--- src/rtl/lrc_time_tag_extractor_macros.svh ---
`ifndef LRC_TIME_TAG_EXTRACTOR_MACROS_SVH
`define LRC_TIME_TAG_EXTRACTOR_MACROS_SVH

// same-cycle implication, sampled on clk, off while arst_n is low
`define LRCTTE_ASSERT_NOW(lbl, ante, cons, msg) \
	lbl: assert property (@(posedge clk) disable iff (!arst_n) (ante) |-> (cons)) \
		else $error(msg);

// next-cycle implication
`define LRCTTE_ASSERT_NEXT(lbl, ante, cons, msg) \
	lbl: assert property (@(posedge clk) disable iff (!arst_n) (ante) |=> (cons)) \
		else $error(msg);

`endif

--- src/rtl/lrctte_pkg.sv ---
`default_nettype none
package lrctte_pkg;

	localparam int MAX_TAGS    = 16;
	localparam int CNT_W       = $clog2(MAX_TAGS + 1);
	localparam int IDX_W       = (MAX_TAGS > 1) ? $clog2(MAX_TAGS) : 1;
	localparam int TIME_W      = 26;
	localparam int ROW_W       = 16;
	localparam int BYTE_W      = 8;
	localparam int OUT_W       = TIME_W + ROW_W;
	localparam int OUT_TDATA_W = ((OUT_W + 7) / 8) * 8;
	localparam int QUEUE_DEPTH = 4;
	localparam int QPTR_W      = $clog2(QUEUE_DEPTH);
	localparam int QCNT_W      = $clog2(QUEUE_DEPTH + 1);

	localparam logic [BYTE_W-1:0] CH_NL    = 8'h0A;
	localparam logic [BYTE_W-1:0] CH_TAB   = 8'h09;
	localparam logic [BYTE_W-1:0] CH_VT    = 8'h0B;
	localparam logic [BYTE_W-1:0] CH_FF    = 8'h0C;
	localparam logic [BYTE_W-1:0] CH_CR    = 8'h0D;
	localparam logic [BYTE_W-1:0] CH_SP    = 8'h20;
	localparam logic [BYTE_W-1:0] CH_DOT   = 8'h2E;
	localparam logic [BYTE_W-1:0] CH_ZERO  = 8'h30;
	localparam logic [BYTE_W-1:0] CH_NINE  = 8'h39;
	localparam logic [BYTE_W-1:0] CH_COLON = 8'h3A;
	localparam logic [BYTE_W-1:0] CH_LBR   = 8'h5B;
	localparam logic [BYTE_W-1:0] CH_RBR   = 8'h5D;

	typedef enum logic [3:0] {
		PH_OUT  = 4'b0001,
		PH_MIN  = 4'b0010,
		PH_SEC  = 4'b0100,
		PH_FRAC = 4'b1000
	} phase_t;

	typedef enum logic [1:0] {
		BK_COLLECT = 2'b01,
		BK_EMIT    = 2'b10
	} back_state_t;

	// one queue item: an optional tag time, an optional row end and its emit flag
	typedef struct packed {
		logic              has_time;
		logic              is_end;
		logic              emit;
		logic [TIME_W-1:0] time_ms;
		logic [ROW_W-1:0]  row;
	} entry_t;

	function automatic logic is_blank(input logic [BYTE_W-1:0] b);
		return b inside {CH_SP, CH_TAB, CH_VT, CH_FF, CH_CR};
	endfunction

endpackage
`default_nettype wire

--- src/rtl/lrctte_front.sv ---
`default_nettype none
module lrctte_front (
	input  wire                         clk,
	input  wire                         arst_n,
	input  wire                         s_tvalid,
	output logic                        s_tready,
	input  wire [lrctte_pkg::BYTE_W-1:0] s_tdata,   // [7:0] text_byte
	input  wire                         s_tlast,
	input  wire                         q_full,
	output logic                        push,
	output lrctte_pkg::entry_t          push_entry
);
	import lrctte_pkg::*;

	phase_t             phase_q;
	logic [1:0]         dc_q;
	logic [9:0]         mn_q;
	logic [6:0]         sc_q;
	logic [9:0]         fr_q;
	logic [CNT_W-1:0]   tc_q;
	logic               ts_q;
	logic [ROW_W-1:0]   row_q;

	phase_t             phase_d;
	logic [1:0]         dc_d;
	logic [9:0]         mn_d;
	logic [6:0]         sc_d;
	logic [9:0]         fr_d;
	logic [CNT_W-1:0]   tc_d;
	logic               ts_d;
	logic [ROW_W-1:0]   row_d;
	logic               brk;
	logic               fin_tag;
	logic               row_end;
	logic               dig;
	logic [3:0]         dval;
	logic [9:0]         frs;
	logic [TIME_W-1:0]  tag_time;
	logic               acc;

	assign s_tready = !q_full;
	assign acc      = s_tvalid && s_tready;
	assign dig      = (s_tdata >= CH_ZERO) && (s_tdata <= CH_NINE);
	assign dval     = 4'(s_tdata - CH_ZERO);

	// fraction left-justified to milliseconds
	always_comb begin
		frs = 10'd0;
		if (phase_q == PH_FRAC) begin
			case (dc_q)
				2'd1:    frs = 10'(fr_q * 10'd100);
				2'd2:    frs = 10'(fr_q * 10'd10);
				default: frs = fr_q;
			endcase
		end
	end

	assign tag_time = 26'(mn_q) * 26'd60000 + 26'(sc_q) * 26'd1000 + 26'(frs);

	always_comb begin
		phase_d = phase_q;
		dc_d    = dc_q;
		mn_d    = mn_q;
		sc_d    = sc_q;
		fr_d    = fr_q;
		tc_d    = tc_q;
		ts_d    = ts_q;
		row_d   = row_q;
		brk     = 1'b0;
		fin_tag = 1'b0;
		row_end = (s_tdata == CH_NL) || s_tlast;
		push_entry = '0;

		if (s_tdata != CH_NL) begin
			case (phase_q)
				PH_MIN: begin
					if (dig && dc_q < 2'd3) begin
						mn_d = 10'(mn_q * 10'd10 + 10'(dval));
						dc_d = dc_q + 2'd1;
					end else if (s_tdata == CH_COLON && dc_q != 2'd0) begin
						phase_d = PH_SEC;
						dc_d    = 2'd0;
					end else begin
						brk = 1'b1;
					end
				end
				PH_SEC: begin
					if (dig && dc_q < 2'd2) begin
						sc_d = 7'(sc_q * 7'd10 + 7'(dval));
						dc_d = dc_q + 2'd1;
					end else if (dc_q == 2'd2 && s_tdata == CH_RBR) begin
						fin_tag = 1'b1;
					end else if (dc_q == 2'd2 && (s_tdata == CH_DOT || s_tdata == CH_COLON)) begin
						phase_d = PH_FRAC;
						dc_d    = 2'd0;
					end else begin
						brk = 1'b1;
					end
				end
				PH_FRAC: begin
					if (dig && dc_q < 2'd3) begin
						fr_d = 10'(fr_q * 10'd10 + 10'(dval));
						dc_d = dc_q + 2'd1;
					end else if (s_tdata == CH_RBR && dc_q != 2'd0) begin
						fin_tag = 1'b1;
					end else begin
						brk = 1'b1;
					end
				end
				default: brk = 1'b1;  // outside: handle as a plain byte
			endcase

			if (brk) begin
				if (phase_q != PH_OUT)
					ts_d = 1'b1;
				phase_d = PH_OUT;
				dc_d    = 2'd0;
				if (s_tdata == CH_LBR) begin
					phase_d = PH_MIN;
					mn_d    = 10'd0;
					sc_d    = 7'd0;
					fr_d    = 10'd0;
				end else if (!is_blank(s_tdata)) begin
					ts_d = 1'b1;
				end
			end

			if (fin_tag) begin
				phase_d = PH_OUT;
				dc_d    = 2'd0;
				if (tc_q < CNT_W'(MAX_TAGS)) begin
					push_entry.has_time = 1'b1;
					tc_d = tc_q + 1'b1;
				end
			end
		end

		push_entry.time_ms = tag_time;
		push_entry.row     = row_q;

		if (row_end) begin
			// a partial tag left open counts as text
			if (phase_d != PH_OUT)
				ts_d = 1'b1;
			push_entry.is_end = 1'b1;
			push_entry.emit   = (tc_d != '0) && ts_d;
			phase_d = PH_OUT;
			dc_d    = 2'd0;
			tc_d    = '0;
			ts_d    = 1'b0;
			if (row_q != '1)
				row_d = row_q + 1'b1;
		end

		if (s_tlast) begin
			phase_d = PH_OUT;
			dc_d    = 2'd0;
			mn_d    = 10'd0;
			sc_d    = 7'd0;
			fr_d    = 10'd0;
			row_d   = '0;
		end
	end

	assign push = acc && (push_entry.has_time || push_entry.is_end);

	always_ff @(posedge clk or negedge arst_n) begin
		if (!arst_n) begin
			phase_q <= PH_OUT;
			dc_q    <= 2'd0;
			mn_q    <= 10'd0;
			sc_q    <= 7'd0;
			fr_q    <= 10'd0;
			tc_q    <= '0;
			ts_q    <= 1'b0;
			row_q   <= '0;
		end else if (acc) begin
			phase_q <= phase_d;
			dc_q    <= dc_d;
			mn_q    <= mn_d;
			sc_q    <= sc_d;
			fr_q    <= fr_d;
			tc_q    <= tc_d;
			ts_q    <= ts_d;
			row_q   <= row_d;
		end
	end

endmodule
`default_nettype wire

--- src/rtl/lrctte_queue.sv ---
`default_nettype none
module lrctte_queue (
	input  wire                 clk,
	input  wire                 arst_n,
	input  wire                 push,
	input  lrctte_pkg::entry_t  push_entry,
	output logic                full,
	input  wire                 pop,
	output logic                empty,
	output lrctte_pkg::entry_t  pop_entry
);
	import lrctte_pkg::*;

	entry_t              mem [QUEUE_DEPTH];
	logic [QPTR_W-1:0]   wr_q;
	logic [QPTR_W-1:0]   rd_q;
	logic [QCNT_W-1:0]   cnt_q;
	logic                do_push;
	logic                do_pop;

	assign full      = (cnt_q == QCNT_W'(QUEUE_DEPTH));
	assign empty     = (cnt_q == '0);
	assign do_push   = push && !full;
	assign do_pop    = pop && !empty;
	assign pop_entry = mem[rd_q];

	always_ff @(posedge clk) begin
		if (do_push)
			mem[wr_q] <= push_entry;
	end

	always_ff @(posedge clk or negedge arst_n) begin
		if (!arst_n) begin
			wr_q  <= '0;
			rd_q  <= '0;
			cnt_q <= '0;
		end else begin
			if (do_push)
				wr_q <= (wr_q == QPTR_W'(QUEUE_DEPTH - 1)) ? '0 : wr_q + 1'b1;
			if (do_pop)
				rd_q <= (rd_q == QPTR_W'(QUEUE_DEPTH - 1)) ? '0 : rd_q + 1'b1;
			if (do_push && !do_pop)
				cnt_q <= cnt_q + 1'b1;
			else if (do_pop && !do_push)
				cnt_q <= cnt_q - 1'b1;
		end
	end

endmodule
`default_nettype wire

--- src/rtl/lrctte_back.sv ---
`default_nettype none
`include "lrc_time_tag_extractor_macros.svh"
module lrctte_back (
	input  wire                              clk,
	input  wire                              arst_n,
	input  wire                              empty,
	input  lrctte_pkg::entry_t               pop_entry,
	output logic                             pop,
	output logic                             m_tvalid,
	input  wire                              m_tready,
	output logic [lrctte_pkg::OUT_TDATA_W-1:0] m_tdata,  // [25:0] time_ms, [41:26] row_number
	output logic                             m_tlast     // last_of_row
);
	import lrctte_pkg::*;

	back_state_t        state_q;
	logic [TIME_W-1:0]  buf_q [MAX_TAGS];
	logic [CNT_W-1:0]   cnt_q;
	logic [IDX_W-1:0]   idx_q;
	logic [ROW_W-1:0]   row_q;
	logic               m_valid_q;
	logic [TIME_W-1:0]  m_time_q;
	logic [ROW_W-1:0]   m_row_q;
	logic               m_last_q;
	logic               load;
	logic               last;

	assign pop  = !empty && (state_q == BK_COLLECT);
	assign load = (state_q == BK_EMIT) && (!m_valid_q || m_tready);
	assign last = (CNT_W'(idx_q) + 1'b1) == cnt_q;

	always_ff @(posedge clk) begin
		if (pop && pop_entry.has_time && cnt_q < CNT_W'(MAX_TAGS))
			buf_q[cnt_q[IDX_W-1:0]] <= pop_entry.time_ms;
		if (pop && pop_entry.is_end)
			row_q <= pop_entry.row;
		if (load) begin
			m_time_q <= buf_q[idx_q];
			m_row_q  <= row_q;
			m_last_q <= last;
		end
	end

	always_ff @(posedge clk or negedge arst_n) begin
		if (!arst_n) begin
			state_q   <= BK_COLLECT;
			cnt_q     <= '0;
			idx_q     <= '0;
			m_valid_q <= 1'b0;
		end else begin
			if (load)
				m_valid_q <= 1'b1;
			else if (m_tready)
				m_valid_q <= 1'b0;
			case (state_q)
				BK_COLLECT: begin
					if (pop) begin
						if (pop_entry.is_end) begin
							idx_q <= '0;
							if (pop_entry.emit) begin
								state_q <= BK_EMIT;
								if (pop_entry.has_time)
									cnt_q <= cnt_q + 1'b1;
							end else begin
								cnt_q <= '0;
							end
						end else if (pop_entry.has_time) begin
							cnt_q <= cnt_q + 1'b1;
						end
					end
				end
				BK_EMIT: begin
					if (load) begin
						idx_q <= idx_q + 1'b1;
						if (last) begin
							state_q <= BK_COLLECT;
							cnt_q   <= '0;
						end
					end
				end
				default: state_q <= BK_COLLECT;
			endcase
		end
	end

	assign m_tvalid = m_valid_q;
	assign m_tlast  = m_last_q;
	assign m_tdata  = {(OUT_TDATA_W - OUT_W)'(0), m_row_q, m_time_q};

	`LRCTTE_ASSERT_NOW(a_emit_nonempty, state_q == BK_EMIT, cnt_q != '0, "emitting an empty row")
	`LRCTTE_ASSERT_NOW(a_idx_in_row, state_q == BK_EMIT, CNT_W'(idx_q) < cnt_q, "read past row end")
	`LRCTTE_ASSERT_NEXT(a_last_returns, load && last, state_q == BK_COLLECT && cnt_q == '0, "row not closed after last item")

endmodule
`default_nettype wire

--- src/rtl/lrc_time_tag_extractor.sv ---
// One text byte per cycle is taken while the 4-entry queue to the emitter has room.
// A row's times pass the queue, the emitter state and the output register after its ending
// byte is taken, then leave one per cycle while m_tready is high. The emitter pops no
// queue entries while it sends a row's tags; the front stalls only when the queue fills.
// arst_n (async, active low) clears parser, row counter, queue and output valid.
`default_nettype none
module lrc_time_tag_extractor (
	input  wire                                clk,
	input  wire                                arst_n,
	input  wire                                s_tvalid,
	output logic                               s_tready,
	input  wire [lrctte_pkg::BYTE_W-1:0]       s_tdata,   // [7:0] text_byte
	input  wire                                s_tlast,   // final_byte
	output logic                               m_tvalid,
	input  wire                                m_tready,
	output logic [lrctte_pkg::OUT_TDATA_W-1:0] m_tdata,   // [25:0] time_ms, [41:26] row_number
	output logic                               m_tlast    // last_of_row
);
	import lrctte_pkg::*;

	logic   q_full;
	logic   q_empty;
	logic   push;
	logic   pop;
	entry_t push_entry;
	entry_t pop_entry;

	lrctte_front u_front (
		.clk        (clk),
		.arst_n     (arst_n),
		.s_tvalid   (s_tvalid),
		.s_tready   (s_tready),
		.s_tdata    (s_tdata),
		.s_tlast    (s_tlast),
		.q_full     (q_full),
		.push       (push),
		.push_entry (push_entry)
	);

	lrctte_queue u_queue (
		.clk        (clk),
		.arst_n     (arst_n),
		.push       (push),
		.push_entry (push_entry),
		.full       (q_full),
		.pop        (pop),
		.empty      (q_empty),
		.pop_entry  (pop_entry)
	);

	lrctte_back u_back (
		.clk       (clk),
		.arst_n    (arst_n),
		.empty     (q_empty),
		.pop_entry (pop_entry),
		.pop       (pop),
		.m_tvalid  (m_tvalid),
		.m_tready  (m_tready),
		.m_tdata   (m_tdata),
		.m_tlast   (m_tlast)
	);

endmodule
`default_nettype wire

--- config.mk ---
export PLATFORM = sky130hd
export DESIGN_NAME = lrc_time_tag_extractor
export DESIGN_NICKNAME = d
export VERILOG_FILES = /design/src/rtl/lrctte_pkg.sv /design/src/rtl/lrctte_front.sv /design/src/rtl/lrctte_queue.sv /design/src/rtl/lrctte_back.sv /design/src/rtl/lrc_time_tag_extractor.sv
export VERILOG_INCLUDE_DIRS = /design/src /design/src/rtl
export SDC_FILE = /design/constraint.sdc
export NUM_CORES = 1
export LEC_CHECK = 0
export BUFFER_PORTS_ARGS = -buffer_cell sky130_fd_sc_hd__buf_2
export CELL_PAD_IN_SITES_DETAIL_PLACEMENT = 1
export CELL_PAD_IN_SITES_GLOBAL_PLACEMENT = 1
export CORE_UTILIZATION = 50
export DETAILED_ROUTE_END_ITERATION = 7
export GPL_TIMING_DRIVEN = 0
export PLACE_DENSITY_LB_ADDON = 0.1
export SLEW_MARGIN = 20
export SYNTH_ARGS = -nofsm -noshare
export SYNTH_HDL_FRONTEND = slang
export SYNTH_HIERARCHICAL = 1
export SYNTH_SLANG_ARGS = --single-unit
--- constraint.sdc ---
create_clock -name clk -period 7.39 [get_ports clk]
set_input_delay 0.739 -clock clk [delete_from_list [all_inputs] [get_ports clk]]
set_output_delay 0.739 -clock clk [all_outputs]
set_load 0.01 [all_outputs]
==> impl_metrics.json <==
{
  "status": "finished, final reports clean",
  "crit_type": "reg2reg",
  "fin_crit_sh": 0.9246,
  "clkTransAtPathRegs_ps": 60,
  "cts_setup_buffers": 0,
  "vias": 19550,
  "grt_usage": 0.2418,
  "netlist_area_um2": 34520,
  "timing.final.ws_setup_ps": 557.5,
  "yosysUniqueCellTypes": 87,
  "cts_hold_buf": 0,
  "pre_cts_ws_ps": 527.5,
  "avgSynthCellArea_um2": 15.75,
  "wl_mm": 82.99,
  "grt_overflow": 0,
  "switching_share": 0.2529,
  "finalInstanceArea_um2": 39070,
  "slew-limit-headroom": 0.2491,
  "drv_slew": 0,
  "crit_path_cell_trace": "inv_1 > ha_1 > fa_1 > fa_1 > inv_1 > fa_1 > inv_1 > fa_1 > inv_1 > ha_1 > nand3_1 > o32ai_2 > a21oi_1 > ha_1 > ha_1 > nand3_1 > nor2_1 > nor4_1 > o21ai_0 > a21oi_1 > nor4_1 > xnor2_1",
  "crit_path_start_kind": "flop",
  "grt_max_degree": 52,
  "layout-drive-gt1-share": 0.1658,
  "area.growth.synth_to_final_pct": 13.17,
  "min_period_ps": 6833,
  "io_buffers": 56,
  "clockRootBuffer": "clkbuf_16",
  "initial_core_util": 0.5095,
  "cp_slowest_stage_delay_ps": 620,
  "cts_tree": "yes",
  "cts_resized": 0,
  "dr.pass1.iters": 5,
  "cts_buffers": 77,
  "leakagePower_nw": 15.10,
  "max_freq_mhz": 146.4,
  "p_total_mw": 9.707,
  "diodes": 0,
  "die_h_um": 264.8,
  "clockBufferDepth": 3,
  "synthCells": 2192,
  "cp_slowest_cell": "dfrtp_1",
  "die_x_um": 264.8,
  "totalNegativeSetupSlack_ps": 0,
  "grt_pass1_vias": 21110,
  "core_um2": 67750,
  "power_density_nw_per_um2": 248.5,
  "fillCellCount": 6241,
  "power_frac_comb": 0.123,
  "internal-power_mw": 7.252,
  "worstSetupEndpointType": "flop",
  "drc": 0,
  "ios": 64,
  "fp-row-count": 95,
  "tightestPinTransition_ps": 1126,
  "min_path_type": "in2async",
  "crit_path_max_fanout": 9,
  "rsz0062_at_grt": "false",
  "layout.nets": 2633,
  "synth_ff_type": "edfxtp_1",
  "placed_area_um2": 36660,
  "wl_per_cell_um": 25.12,
  "htree_levels": 3,
  "yosysSeqAreaShare": 0.6235,
  "cp_data_arrival_time_ps": 7180,
  "power.switching_mw": 2.455,
  "setup_viol": 0,
  "via_per_inst": 5.918,
  "post-dp-hpwl_mm": 58.02,
  "drt-initial-drc-count": 1059,
  "finalHoldViolCount": 0,
  "synth_edf_count": 655,
  "dieArea_um2": 70100,
  "grt_pass1_wl_mm": 127.4,
  "cts_sinks": 729,
  "antenna_found_initial": 2,
  "critical_path_required_ps": 7730,
  "synth.yosys.warnings": 6,
  "clkPwrFrac": 0.383,
  "cap_violations": 0,
  "synthArstFlopShare": 0.1015,
  "final_antenna_net_count": 0,
  "place_inst": 3163,
  "synth_seq_cells": 729,
  "routabilityCongestion": 0.7908,
  "skew_ps": 24.64,
  "seq_power_share": 0.493,
  "ir_drop_uv": 172.3,
  "clk_latency_ps": 630,
  "instances_no_fill": 3303
}
## synth_stat cells (8+ instances only)
master / n / area share
edfxtp_1: 655 / 0.57
and2_1: 8 / 0.0014
inv_1: 145 / 0.016
nor3_1: 29 / 0.0042
buf_2: 17 / 0.0025
nand2b_1: 11 / 0.0020
nor2b_1: 12 / 0.0022
ha_1: 187 / 0.068
xor2_1: 33 / 0.0084
nor3b_1: 10 / 0.0022
mux2i_1: 105 / 0.030
buf_4: 20 / 0.0043
o21ai_0: 71 / 0.010
a22o_1: 22 / 0.0056
nand2_1: 90 / 0.0098
fa_1: 64 / 0.037
a21o_1: 24 / 0.0052
nor2_1: 75 / 0.0082
nand3_1: 21 / 0.0030
a22oi_1: 36 / 0.0078
a221oi_1: 53 / 0.013
clkbuf_1: 32 / 0.0035
buf_6: 9 / 0.0029
o211ai_1: 9 / 0.0020
xnor2_1: 64 / 0.016
a21oi_1: 57 / 0.0083
nand4_1: 10 / 0.0018
dfrtp_1: 72 / 0.052
mux4_2: 97 / 0.063
a211oi_1: 13 / 0.0028
nor4_1: 10 / 0.0018
## layout by cell type (no fill, tap or decap), types with 11 or more instances in the layout
cell | synthesis | layout
nor2b_1 | 12 | 12
nor3_1 | 29 | 25
clkinv_1 | 1 | 16
edfxtp_1 | 655 | 655
nand3_1 | 21 | 21
a21oi_1 | 57 | 57
a221oi_1 | 53 | 53
nor2_4 | 0 | 13
mux4_2 | 97 | 97
a22o_1 | 22 | 22
inv_1 | 145 | 145
buf_2 | 17 | 73
xnor2_1 | 64 | 64
ha_1 | 187 | 187
nor2_1 | 75 | 62
a211oi_1 | 13 | 13
a21o_1 | 24 | 24
clkbuf_1 | 32 | 49
o21ai_0 | 71 | 71
nand2_1 | 90 | 90
buf_4 | 20 | 37
fa_1 | 64 | 64
xor2_1 | 33 | 33
clkbuf_16 | 0 | 78
a22oi_1 | 36 | 36
clkinv_2 | 0 | 14
mux2i_1 | 105 | 105
dfrtp_1 | 72 | 72
nand2b_1 | 11 | 11
## final timing paths
kind	slack (ps)	from	endpoint	cells past startpoint
max	560	u_front/mn_q[8]$_DFFE_PN0P_	u_queue/mem[0][41]$_DFFE_PP_	22
min reg2reg	420	u_back/row_q[10]$_DFFE_PP_	u_back/m_row_q[10]$_DFFE_PP_	0
max in group asynchronous	6670	arst_n	u_front/phase_q[0]$_DFFE_PN1P_	2
max reg2reg	560	u_front/mn_q[8]$_DFFE_PN0P_	u_queue/mem[0][41]$_DFFE_PP_	22
min	60	arst_n	u_front/row_q[10]$_DFFE_PN0P_	1
min in group clk	420	u_back/row_q[10]$_DFFE_PP_	u_back/m_row_q[10]$_DFFE_PP_	0
## critical path: cells and delay by family (launching register included)
family / cells / cell delay (ps)
fa+ha+maj: 8 / 3460
compound gates: 4 / 1150
simple gates: 5 / 660
flops: 1 / 620
xor+xnor: 1 / 420
buf+inv: 4 / 230
## metal layers
layer	up-vias	routed length (um)	track usage
met4	0	2110	0.07405
li1	8845	-	-
met5	-	0	0
met2	440	42640	0.4294
met3	124	3542	0.03196
met1	10140	34700	0.3090
## power groups by stage
stage          registers, mW  logic, mW  clock network (mW)
3_5_place_dp            4.88       1.20                   0
3_3_place_gp            4.87       1.12                   0
6_report                4.79       1.20                3.72
5_1_grt                 4.81       1.29                3.92
2_1_floorplan           4.89      0.691                   0
4_1_cts                 4.79       1.21                3.80
## metrics by stage
step | utilization | hold WS [ps]
2_1_floorplan | - | 400.3
3_5_place_dp | 0.5411 | 408.9
5_1_grt | 0.5766 | 66.86
4_1_cts | 0.5766 | 37.44
6_report | 0.5766 | 56.93
3_3_place_gp | 0.5300 | 400.4
## sequential cells by signal, summed over array words and instances, names as in the netlist, 7 cells and up
| register | count |
|---|---|
| u_front/row_q | 16 |
| u_back/buf_q | 416 |
| u_back/m_row_q | 16 |
| u_front/sc_q | 7 |
| u_back/row_q | 16 |
| u_back/m_time_q | 26 |
| u_queue/mem | 180 |
| u_front/fr_q | 10 |
| u_front/mn_q | 10 |
## logic make-up (layout without fill, tap and decap cells)
| kind of cell | Yosys count | count (layout) | synth area share |
|---|---|---|---|
| fa+ha+maj | 251 | 251 | 0.1049 |
| buf+inv | 230 | 463 | 0.02983 |
| compound gates | 355 | 355 | 0.07303 |
| xor+xnor | 97 | 97 | 0.02461 |
| flops | 729 | 729 | 0.6235 |
| other cells | 1 | 6 | 0.0001086 |
| mux | 209 | 209 | 0.09623 |
| simple gates | 320 | 320 | 0.04781 |
## area by class of cell
type                            count  area (um^2)  share of cell area
Sequential cell                   729        21520              0.5509
Multi-Input combinational cell   1238        12140              0.3109
Clock buffer                       96         2019             0.05169
Tap cell                          873         1092             0.02796
Timing Repair Buffer               93        869.6             0.02226
Inverter                          146        548.0             0.01403
Buffer                             84        485.5             0.01243
Clock inverter                     44        384.1            0.009832
Power figures use the tool's default switching activity.
